### src/hdl/mrr_pkg.sv
// Shared constants and types of the XY mesh router.
// No dependencies; the controller, datapath and top level use it.
package mrr_pkg;
   localparam int NPORTS    = 5;
   localparam int MAX_QUEUE = 16;
   localparam int IN_CAP    = MAX_QUEUE + 1;

   localparam logic [1:0] CMD_ARRIVE  = 2'd0;
   localparam logic [1:0] CMD_STALL   = 2'd1;
   localparam logic [1:0] CMD_UNSTALL = 2'd2;
   localparam logic [1:0] CMD_TICK    = 2'd3;

   localparam logic [1:0] KIND_ANSWER  = 2'd0;
   localparam logic [1:0] KIND_FORWARD = 2'd1;
   localparam logic [1:0] KIND_UNSTALL = 2'd2;

   localparam logic [2:0] PORT_RIGHT = 3'd0;
   localparam logic [2:0] PORT_LEFT  = 3'd1;
   localparam logic [2:0] PORT_UP    = 3'd2;
   localparam logic [2:0] PORT_DOWN  = 3'd3;
   localparam logic [2:0] PORT_LOCAL = 3'd4;

   localparam logic [1:0] CSR_OWN_X = 2'd0;
   localparam logic [1:0] CSR_OWN_Y = 2'd1;
   localparam logic [1:0] CSR_LIMIT = 2'd2;

   typedef struct packed {
      logic latch;
      logic arrive;
      logic ctl;
      logic tick_init;
      logic gread;
      logic gdo;
      logic sread;
      logic sdo;
      logic adv;
      logic flush;
   } mrr_cmd_type;

   typedef struct packed {
      logic [1:0] cmd;
      logic       head_ne;
      logic       send_ok;
      logic       scan_end;
   } mrr_status_type;
endpackage

### src/hdl/mesh_router_xy_round_robin.sv
// Top level of the five-port XY mesh router with round-robin arbitration.
// Depends on mrr_pkg, mrr_ctrl and mrr_dp.
//
// A request is taken on a rising edge with start high and busy low. Its
// command is arrive, stall output, unstall output or tick. Results leave on
// the rsp_ ports, each marked by rsp_valid for a single cycle;
// rsp_last flags the final result of a request. The receiver cannot stall,
// so results are never held back.
// An arrive, stall or unstall request passes through a decode and a flush
// state. A tick walks the five inputs in round-robin order and then the five
// outputs in port order, one port at a time, with a queue memory read for
// each port that has an entry to move or send. The last result is on the
// ports in the first cycle in which busy is low again.
// Configuration writes through csr_we, csr_index and csr_wdata are taken on
// any edge outside reset; they should only be issued while the block is idle.
// Reset (synchronous, active high) empties every queue, clears the stall
// marks and the round-robin pointer, and restores the queue limit to four.
// Queue contents are not cleared; only written entries are ever read.
module mesh_router_xy_round_robin (
   input  logic        clock,
   input  logic        reset,
   input  logic        start,
   output logic        busy,
   input  logic [1:0]  req_cmd,
   input  logic [2:0]  req_port,
   input  logic [3:0]  req_dst_x,
   input  logic [3:0]  req_dst_y,
   input  logic [15:0] req_tag,
   input  logic        csr_we,
   input  logic [1:0]  csr_index,
   input  logic [4:0]  csr_wdata,
   output logic        rsp_valid,
   output logic [1:0]  rsp_kind,
   output logic [2:0]  rsp_out_port,
   output logic [15:0] rsp_out_tag,
   output logic [3:0]  rsp_out_dest_x,
   output logic [3:0]  rsp_out_dest_y,
   output logic        rsp_stall_upstream,
   output logic        rsp_last
);
   mrr_pkg::mrr_cmd_type    cmd;
   mrr_pkg::mrr_status_type status;
   logic                    accept;

   // A request is taken only while the sequencer is idle.
   assign accept = start && !busy;

   mrr_ctrl u_ctrl (
      .clock  (clock),
      .reset  (reset),
      .accept (accept),
      .status (status),
      .cmd    (cmd),
      .busy   (busy)
   );

   mrr_dp u_dp (
      .clock              (clock),
      .reset              (reset),
      .cmd                (cmd),
      .status             (status),
      .in_cmd             (req_cmd),
      .in_port            (req_port),
      .in_dest_x          (req_dst_x),
      .in_dest_y          (req_dst_y),
      .in_tag             (req_tag),
      .csr_we             (csr_we),
      .csr_index          (csr_index),
      .csr_wdata          (csr_wdata),
      .rsp_valid          (rsp_valid),
      .rsp_kind           (rsp_kind),
      .rsp_out_port       (rsp_out_port),
      .rsp_out_tag        (rsp_out_tag),
      .rsp_out_dest_x     (rsp_out_dest_x),
      .rsp_out_dest_y     (rsp_out_dest_y),
      .rsp_stall_upstream (rsp_stall_upstream),
      .rsp_last           (rsp_last)
   );
endmodule

### src/hdl/mrr_ctrl.sv
// Sequencing state machine of the XY mesh router.
// Depends on mrr_pkg; drives the datapath through command and status structs.
module mrr_ctrl (
   input  logic                    clock,
   input  logic                    reset,
   input  logic                    accept,
   input  mrr_pkg::mrr_status_type status,
   output mrr_pkg::mrr_cmd_type    cmd,
   output logic                    busy
);
   localparam logic [2:0] S_IDLE   = 3'd0;
   localparam logic [2:0] S_DECODE = 3'd1;
   localparam logic [2:0] S_GREAD  = 3'd2;
   localparam logic [2:0] S_GDO    = 3'd3;
   localparam logic [2:0] S_SREAD  = 3'd4;
   localparam logic [2:0] S_SDO    = 3'd5;
   localparam logic [2:0] S_FLUSH  = 3'd6;

   logic [2:0] state_ff, state_in;

   always_ff @(posedge clock) begin
      if (reset) state_ff <= S_IDLE;
      else state_ff <= state_in;
   end

   always_comb begin
      cmd = '0;
      state_in = state_ff;
      case (state_ff)
         S_IDLE: begin
            cmd.latch = accept;
            if (accept) state_in = S_DECODE;
         end
         S_DECODE: begin
            if (status.cmd == mrr_pkg::CMD_TICK) begin
               cmd.tick_init = 1'b1;
               state_in = S_GREAD;
            end else begin
               if (status.cmd == mrr_pkg::CMD_ARRIVE) cmd.arrive = 1'b1;
               else cmd.ctl = 1'b1;
               state_in = S_FLUSH;
            end
         end
         S_GREAD: begin
            if (status.head_ne) begin
               cmd.gread = 1'b1;
               state_in = S_GDO;
            end else begin
               cmd.adv = 1'b1;
               if (status.scan_end) state_in = S_SREAD;
            end
         end
         S_GDO: begin
            cmd.gdo = 1'b1;
            cmd.adv = 1'b1;
            state_in = status.scan_end ? S_SREAD : S_GREAD;
         end
         S_SREAD: begin
            if (status.send_ok) begin
               cmd.sread = 1'b1;
               state_in = S_SDO;
            end else begin
               cmd.adv = 1'b1;
               if (status.scan_end) state_in = S_FLUSH;
            end
         end
         S_SDO: begin
            cmd.sdo = 1'b1;
            cmd.adv = 1'b1;
            state_in = status.scan_end ? S_FLUSH : S_SREAD;
         end
         S_FLUSH: begin
            cmd.flush = 1'b1;
            state_in = S_IDLE;
         end
         default: state_in = S_IDLE;
      endcase
   end

   assign busy = (state_ff != S_IDLE);
endmodule

### src/hdl/mrr_dp.sv
// Datapath of the XY mesh router: queues, counts, arbitration and result stage.
// Depends on mrr_pkg; steered by mrr_ctrl.
module mrr_dp (
   input  logic                    clock,
   input  logic                    reset,
   input  mrr_pkg::mrr_cmd_type    cmd,
   output mrr_pkg::mrr_status_type status,
   input  logic [1:0]              in_cmd,
   input  logic [2:0]              in_port,
   input  logic [3:0]              in_dest_x,
   input  logic [3:0]              in_dest_y,
   input  logic [15:0]             in_tag,
   input  logic                    csr_we,
   input  logic [1:0]              csr_index,
   input  logic [4:0]              csr_wdata,
   output logic                    rsp_valid,
   output logic [1:0]              rsp_kind,
   output logic [2:0]              rsp_out_port,
   output logic [15:0]             rsp_out_tag,
   output logic [3:0]              rsp_out_dest_x,
   output logic [3:0]              rsp_out_dest_y,
   output logic                    rsp_stall_upstream,
   output logic                    rsp_last
);
   typedef struct packed {
      logic [1:0]  kind;
      logic [2:0]  port;
      logic [15:0] tag;
      logic [3:0]  dx;
      logic [3:0]  dy;
      logic        stall;
   } res_type;

   logic [3:0] own_x_ff, own_y_ff;
   logic [4:0] limit_ff;
   logic [1:0] cmd_ff;
   logic [2:0] port_ff;
   logic [3:0] dx_ff, dy_ff;
   logic [15:0] tag_ff;

   logic [4:0] icnt_ff [mrr_pkg::NPORTS];
   logic [4:0] ihead_ff [mrr_pkg::NPORTS];
   logic [4:0] ocnt_ff [mrr_pkg::NPORTS];
   logic [3:0] ohead_ff [mrr_pkg::NPORTS];
   logic [mrr_pkg::NPORTS-1:0] stalled_ff, taken_ff, before_ff;
   logic [2:0] rr_ff, idx_ff, step_ff;

   logic [23:0] imem [mrr_pkg::NPORTS * mrr_pkg::IN_CAP];
   logic [23:0] omem [mrr_pkg::NPORTS * mrr_pkg::MAX_QUEUE];
   logic [23:0] ird_ff, ord_ff;

   res_type pend_ff, rsp_ff;
   logic pend_v_ff, rsp_v_ff, rsp_last_ff;

   // Effective limit, clamped to 1..MAX_QUEUE.
   logic [4:0] limit;
   always_comb begin
      if (limit_ff == 5'd0) limit = 5'd1;
      else if (limit_ff > 5'(mrr_pkg::MAX_QUEUE)) limit = 5'(mrr_pkg::MAX_QUEUE);
      else limit = limit_ff;
   end

   logic       port_ok;
   logic [4:0] acnt, aslot;
   logic [5:0] aslot_sum;
   logic [6:0] iwaddr, iraddr;
   assign port_ok = (port_ff < 3'(mrr_pkg::NPORTS));
   assign acnt = port_ok ? icnt_ff[port_ff] : 5'd0;
   assign aslot_sum = port_ok ? (6'(ihead_ff[port_ff]) + 6'(acnt)) : 6'd0;
   assign aslot = (aslot_sum >= 6'(mrr_pkg::IN_CAP)) ?
                  5'(aslot_sum - 6'(mrr_pkg::IN_CAP)) : aslot_sum[4:0];
   assign iwaddr = 7'(port_ff) * 7'(mrr_pkg::IN_CAP) + 7'(aslot);
   assign iraddr = 7'(idx_ff) * 7'(mrr_pkg::IN_CAP) + 7'(ihead_ff[idx_ff]);

   logic [3:0] hx, hy;
   logic [2:0] route;
   assign hx = ird_ff[7:4];
   assign hy = ird_ff[3:0];
   always_comb begin
      if (hx == own_x_ff && hy == own_y_ff) route = mrr_pkg::PORT_LOCAL;
      else if (hx == own_x_ff) route = (hy < own_y_ff) ? mrr_pkg::PORT_DOWN : mrr_pkg::PORT_UP;
      else route = (hx < own_x_ff) ? mrr_pkg::PORT_LEFT : mrr_pkg::PORT_RIGHT;
   end

   logic grant;
   logic [3:0] oslot;
   logic [2:0] idx_next;
   assign grant = cmd.gdo && !taken_ff[route] && (ocnt_ff[route] < limit);
   assign oslot = ohead_ff[route] + ocnt_ff[route][3:0];
   assign idx_next = (idx_ff == 3'(mrr_pkg::NPORTS - 1)) ? 3'd0 : idx_ff + 3'd1;

   // Result produced this cycle, if any.
   logic res_v;
   res_type res;
   always_comb begin
      res_v = 1'b0;
      res = '0;
      if (cmd.arrive) begin
         res_v = 1'b1;
         res.kind = mrr_pkg::KIND_ANSWER;
         res.port = port_ff;
         if (port_ok) res.stall = (acnt < 5'(mrr_pkg::IN_CAP)) ? (acnt + 5'd1 > limit) : 1'b1;
      end else if (grant && (icnt_ff[idx_ff] - 5'd1 == limit)) begin
         res_v = 1'b1;
         res.kind = mrr_pkg::KIND_UNSTALL;
         res.port = idx_ff;
      end else if (cmd.sdo) begin
         res_v = 1'b1;
         res.kind = mrr_pkg::KIND_FORWARD;
         res.port = idx_ff;
         res.tag = ord_ff[23:8];
         res.dx = ord_ff[7:4];
         res.dy = ord_ff[3:0];
      end
   end

   always_ff @(posedge clock) begin
      if (cmd.arrive && port_ok && acnt < 5'(mrr_pkg::IN_CAP))
         imem[iwaddr] <= {tag_ff, dx_ff, dy_ff};
      if (cmd.gread) ird_ff <= imem[iraddr];
   end

   always_ff @(posedge clock) begin
      if (grant) omem[{route, oslot}] <= ird_ff;
      if (cmd.sread) ord_ff <= omem[{idx_ff, ohead_ff[idx_ff]}];
   end

   always_ff @(posedge clock) begin
      if (cmd.latch) begin
         cmd_ff <= in_cmd;
         port_ff <= in_port;
         dx_ff <= in_dest_x;
         dy_ff <= in_dest_y;
         tag_ff <= in_tag;
      end
      rsp_ff <= pend_ff;
   end

   always_ff @(posedge clock) begin
      if (reset) begin
         own_x_ff <= '0;
         own_y_ff <= '0;
         limit_ff <= 5'd4;
         stalled_ff <= '0;
         taken_ff <= '0;
         before_ff <= '0;
         rr_ff <= '0;
         idx_ff <= '0;
         step_ff <= '0;
         pend_v_ff <= 1'b0;
         rsp_v_ff <= 1'b0;
         rsp_last_ff <= 1'b0;
         for (int p = 0; p < mrr_pkg::NPORTS; p++) begin
            icnt_ff[p] <= '0;
            ihead_ff[p] <= '0;
            ocnt_ff[p] <= '0;
            ohead_ff[p] <= '0;
         end
      end else begin
         if (csr_we) begin
            case (csr_index)
               mrr_pkg::CSR_OWN_X: own_x_ff <= csr_wdata[3:0];
               mrr_pkg::CSR_OWN_Y: own_y_ff <= csr_wdata[3:0];
               mrr_pkg::CSR_LIMIT: limit_ff <= csr_wdata;
               default: ;
            endcase
         end
         if (cmd.arrive && port_ok && acnt < 5'(mrr_pkg::IN_CAP))
            icnt_ff[port_ff] <= acnt + 5'd1;
         if (cmd.ctl && port_ok)
            stalled_ff[port_ff] <= (cmd_ff == mrr_pkg::CMD_STALL);
         if (cmd.tick_init) begin
            idx_ff <= (rr_ff >= 3'(mrr_pkg::NPORTS)) ? 3'd0 : rr_ff;
            step_ff <= '0;
            taken_ff <= '0;
            for (int p = 0; p < mrr_pkg::NPORTS; p++) before_ff[p] <= (ocnt_ff[p] != 5'd0);
         end
         if (cmd.adv) begin
            if (step_ff == 3'(mrr_pkg::NPORTS - 1)) begin
               step_ff <= '0;
               idx_ff <= '0;
            end else begin
               step_ff <= step_ff + 3'd1;
               idx_ff <= idx_next;
            end
         end
         if (cmd.gdo) taken_ff[route] <= 1'b1;
         if (grant) begin
            ocnt_ff[route] <= ocnt_ff[route] + 5'd1;
            icnt_ff[idx_ff] <= icnt_ff[idx_ff] - 5'd1;
            ihead_ff[idx_ff] <= (ihead_ff[idx_ff] == 5'(mrr_pkg::IN_CAP - 1)) ?
                                5'd0 : ihead_ff[idx_ff] + 5'd1;
            rr_ff <= idx_next;
         end
         if (cmd.sdo) begin
            ocnt_ff[idx_ff] <= ocnt_ff[idx_ff] - 5'd1;
            ohead_ff[idx_ff] <= ohead_ff[idx_ff] + 4'd1;
         end
         // One-deep holding stage: a result leaves once its successor is known.
         rsp_v_ff <= 1'b0;
         rsp_last_ff <= 1'b0;
         if (res_v) begin
            rsp_v_ff <= pend_v_ff;
            pend_v_ff <= 1'b1;
         end else if (cmd.flush) begin
            rsp_v_ff <= pend_v_ff;
            rsp_last_ff <= 1'b1;
            pend_v_ff <= 1'b0;
         end
      end
   end

   always_ff @(posedge clock) begin
      if (res_v) pend_ff <= res;
   end

   assign status.cmd = cmd_ff;
   assign status.head_ne = (icnt_ff[idx_ff] != 5'd0);
   assign status.send_ok = before_ff[idx_ff] && !stalled_ff[idx_ff];
   assign status.scan_end = (step_ff == 3'(mrr_pkg::NPORTS - 1));

   assign rsp_valid = rsp_v_ff;
   assign rsp_kind = rsp_ff.kind;
   assign rsp_out_port = rsp_ff.port;
   assign rsp_out_tag = rsp_ff.tag;
   assign rsp_out_dest_x = rsp_ff.dx;
   assign rsp_out_dest_y = rsp_ff.dy;
   assign rsp_stall_upstream = rsp_ff.stall;
   assign rsp_last = rsp_last_ff;
endmodule
### config.mk
export PLATFORM = sky130hd
export DESIGN_NAME = mesh_router_xy_round_robin
export DESIGN_NICKNAME = d
export VERILOG_FILES = /design/src/hdl/mrr_pkg.sv /design/src/hdl/mesh_router_xy_round_robin.sv /design/src/hdl/mrr_ctrl.sv /design/src/hdl/mrr_dp.sv
export SDC_FILE = /design/constraint.sdc
export NUM_CORES = 2
export LEC_CHECK = 0
export BUFFER_PORTS_ARGS = -buffer_cell sky130_fd_sc_hd__buf_2
export CORE_UTILIZATION = 30
export CTS_CLUSTER_SIZE = 40
export DETAILED_ROUTE_END_ITERATION = 7
export SLEW_MARGIN = 20
export SYNTH_ARGS = -nofsm -noshare
export SYNTH_HDL_FRONTEND = slang
export SYNTH_HIERARCHICAL = 1
export SYNTH_SLANG_ARGS = --single-unit
### constraint.sdc
create_clock -name clock -period 8.85 [get_ports clock]
set_clock_uncertainty 0.1 [all_clocks]
set_input_delay 2.2125 -clock clock [delete_from_list [all_inputs] [get_ports clock]]
set_output_delay 2.2125 -clock clock [all_outputs]
set_load 0.01 [all_outputs]
==> metrics.txt <==
Leakage 0.0626 uW; fin nets 10400; fmax 131 MHz; Crit Path Category register to register; wire per inst 25.6 um; DRC Markers 0; post-layout util 34.8%; post-synthesis sequential area ratio 75.5%; share of the synthesized area in the top cell type 74.6%; startpoint types register; RSZ-0062 raised after global routing no; pin count of the biggest net entering global routing 164; CTS tree yes; Post-synth EDFFs 4219; mapped cell area 170000 sq um; DP Wirelength 277 mm; CTS resizes 0; core box area 562000 sq um; CTS Buffer Depth 4; Crit Path Max Fanout 24; max-capacitance violation count 0; GR Util All Layers 15.8%; Tcrit/Tclk final 86.5%; Synth Register Bits 4298; status finished, final reports clean; Final Max Slew Viols 0; vias in the first global route 89700; Final setup viols 0; worst path cell trace buf_4 > nor2_1 > nor2b_1 > nor2_1 > ha_1 > fa_1 > nand2_1 > ha_1 > inv_1 > a31oi_1 > nor2_1 > o21ai_0 > ha_1 > ha_1 > a21o_1 > a21oi_1 > o21bai_1 > xor2_1 > inv_1 > nor2_1 > nand2_1 > nor2_2 > buf_4; Syn Nets 10100; cells after synthesis 10000; Root Driver clkbuf_16; syn avg cell area 17.0 sq um; P&R area growth vs syn 15.3%; Synthesis Warnings 6; Crit path depth 23; Antenna Nets Post-Route 0; die area 569000 sq um; PortBufs 72; Die Ht 754 um; Total Wirelength 466 mm; Crit. End Element register; first-pass GRT wire length 665 mm; RR Endpoint u_dp/imem[84][16]; H-Tree Depth 5; commonest non-fill, non-tap cell in the layout edfxtp_1; headroom to the max-slew limit 13.4%; Hold Vio Cnt, Final 0; CTS Buf Count 429; crit-path leading delay family simple AND/OR/NAND/NOR gates; RD Place Congestion 0.862; Synth Flop Type edfxtp_1; clk sink count 4298; Worst path max stage delay 0.81 ns; clk_lat worst skew 1.03 ns; worst min-delay path class register to register; initial antenna violation count 32; fin crit period 7.65 ns; worst path arrival time 8.18 ns; Crit path buffers/inverters 4; largest area contributor in the netlist edfxtp_1; Post-synth ARST share 0%; layout cells sized above 1 19.2%; r2r startpoint u_dp/port_ff[0]; Setup Buffers After CTS 0; Iteration-0 DRC Markers 12200; most frequent cells in the layout edfxtp_1 (4219), nand2_1 (1844), mux4_2 (686); VDD IR max 0.469 mV; crit path from u_dp/port_ff[0]; PwrDens 394 nW/um^2; Synth area leaders edfxtp_1 (75%), mux4_2 (9.1%), nand2_1 (4.1%), nand3_1 (1.7%), mux2i_1 (1.0%); Reg2Reg Depth 23; TNS Setup 0 ns; total gr overflow 0; # rows 275; CTS Hold Bufs 0; Die W 754 um; Critical Path RT 9.37 ns; total number of vias 94400; First-pass DRT Iterations 6; slowest cell on the critical path nor2_1; I/O Pins 73; CTS clk-pin slew, worst paths 0.06 ns; Starting Density 30.2%; worst slew pin tran 1.29 ns; Reg2Reg Setup Slack 1.20 ns; vias per cell 5.19; crit path to u_dp/imem[84][16]; synth unique cells 87
registers in the layout, summed over array words and instances, names as in the netlist, 4 cells and up, named ones only:
register / flops
u_dp/taken_ff: 5
u_dp/own_x_ff: 4
u_dp/ocnt_ff: 40
u_dp/ird_ff: 24
u_dp/rsp_out_tag: 16
u_dp/icnt_ff: 40
u_dp/dx_ff: 4
u_dp/own_y_ff: 4
u_dp/rsp_out_dest_y: 4
u_dp/ihead_ff: 40
u_dp/pend_ff: 30
u_dp/rsp_out_dest_x: 4
u_dp/imem: 2040
u_dp/omem: 1920
u_dp/ohead_ff: 32
u_dp/tag_ff: 16
u_dp/dy_ff: 4
u_dp/limit_ff: 5
u_dp/ord_ff: 24
u_dp/before_ff: 5
u_dp/stalled_ff: 5
synthesized netlist by cell type (16+ instances only):
cell type  number
a211oi_1       87
a21o_1         16
a21oi_1       157
a222oi_1       16
a311oi_1       76
a31oi_1       189
a32oi_1        63
and3_1        226
buf_1          88
buf_2         176
clkbuf_1      311
dfxtp_1        79
edfxtp_1     4219
ha_1           57
inv_1          52
mux2_2         25
mux2i_1       175
mux4_2        686
nand2_1      1848
nand3_1       562
nand4_1        91
nor2_1        254
nor2b_1        22
nor3_1         32
nor3b_1        21
nor4_1         70
o21ai_0       107
o22ai_1        56
or4_1          18
xnor2_1        24
xor2_1         16
kinds of logic after synthesis:
kind of cell | synth area share [%]
adder cells (fa/ha/maj) | 0.467
AO/OA/AOI/OAI | 3.40
multiplexers | 10.3
flip-flops | 75.5
buffers and inverters | 1.69
XOR/XNOR | 0.239
AND/OR/NAND/NOR | 8.34
how the worst min path moves through the flow:
stage | from | endpoint | slack [ns] | cells past startpoint
final | u_dp/pend_ff[16] | u_dp/rsp_out_tag[7] | 0.23 | 0
after global routing | u_dp/pend_ff[16] | u_dp/rsp_out_tag[7] | 0.24 | 0
after CTS | u_dp/pend_ff[16] | u_dp/rsp_out_tag[7] | 0.23 | 0
after detailed placement | u_dp/pend_ff[2] | u_dp/rsp_out_dest_y[1] | 0.23 | 0
after global placement | u_dp/pend_ff[1] | u_dp/rsp_out_dest_y[0] | 0.23 | 0
after floorplan | u_dp/pend_ff[28] | u_dp/rsp_kind[0] | 0.22 | 0
layer usage:
metal / vias up / part of all wire [%] / global-route usage (%)
met5: - / 0.012 / 0
met4: 10 / 3.0 / 4.37
met3: 635 / 8.9 / 2.68
met2: 4483 / 46 / 24.5
met1: 49200 / 42 / 22.8
li1: 40000 / - / -
metrics by stage:
stage          worst slack (ns)  cells  hold slack (ns)  power, uW  instance area, sq um
5_1_grt                   0.785  18200            0.237      80100                196000
2_1_floorplan              1.23  10000            0.223      45600                170000
6_report                   1.20  18200            0.232      77200                196000
3_3_place_gp               1.37  17400            0.228      59600                182000
4_1_cts                    1.37  18200            0.235      77400                196000
3_5_place_dp               1.37  17400            0.227      59700                182000
cell type report:
cell class	count	area, sq um
diodes	21	52.6
clock buffers	542	11500
clock inverters	251	2250
fillers	52700	366000
inverters	55	221
multi-input cells	5050	40100
flip-flops and latches	4298	128000
well taps	7479	9360
repair buffers	494	4070
power breakdown:
part	internal (uW)	switching [uW]
Sequential	24100	289
Combinational	12100	22900
Clock	10000	7750
Total	46200	30900
worst reg2reg max path, delay by kind of cell (launching register included):
| kind | cells | cell delay [ns] |
|---|---|---|
| AO/OA/AOI/OAI | 5 | 1.46 |
| flip-flops | 1 | 0.35 |
| adder cells (fa/ha/maj) | 5 | 1.57 |
| XOR/XNOR | 1 | 0.24 |
| buffers and inverters | 4 | 0.69 |
| AND/OR/NAND/NOR | 8 | 2.90 |
Note: power is estimated with default switching activity, not from simulation.
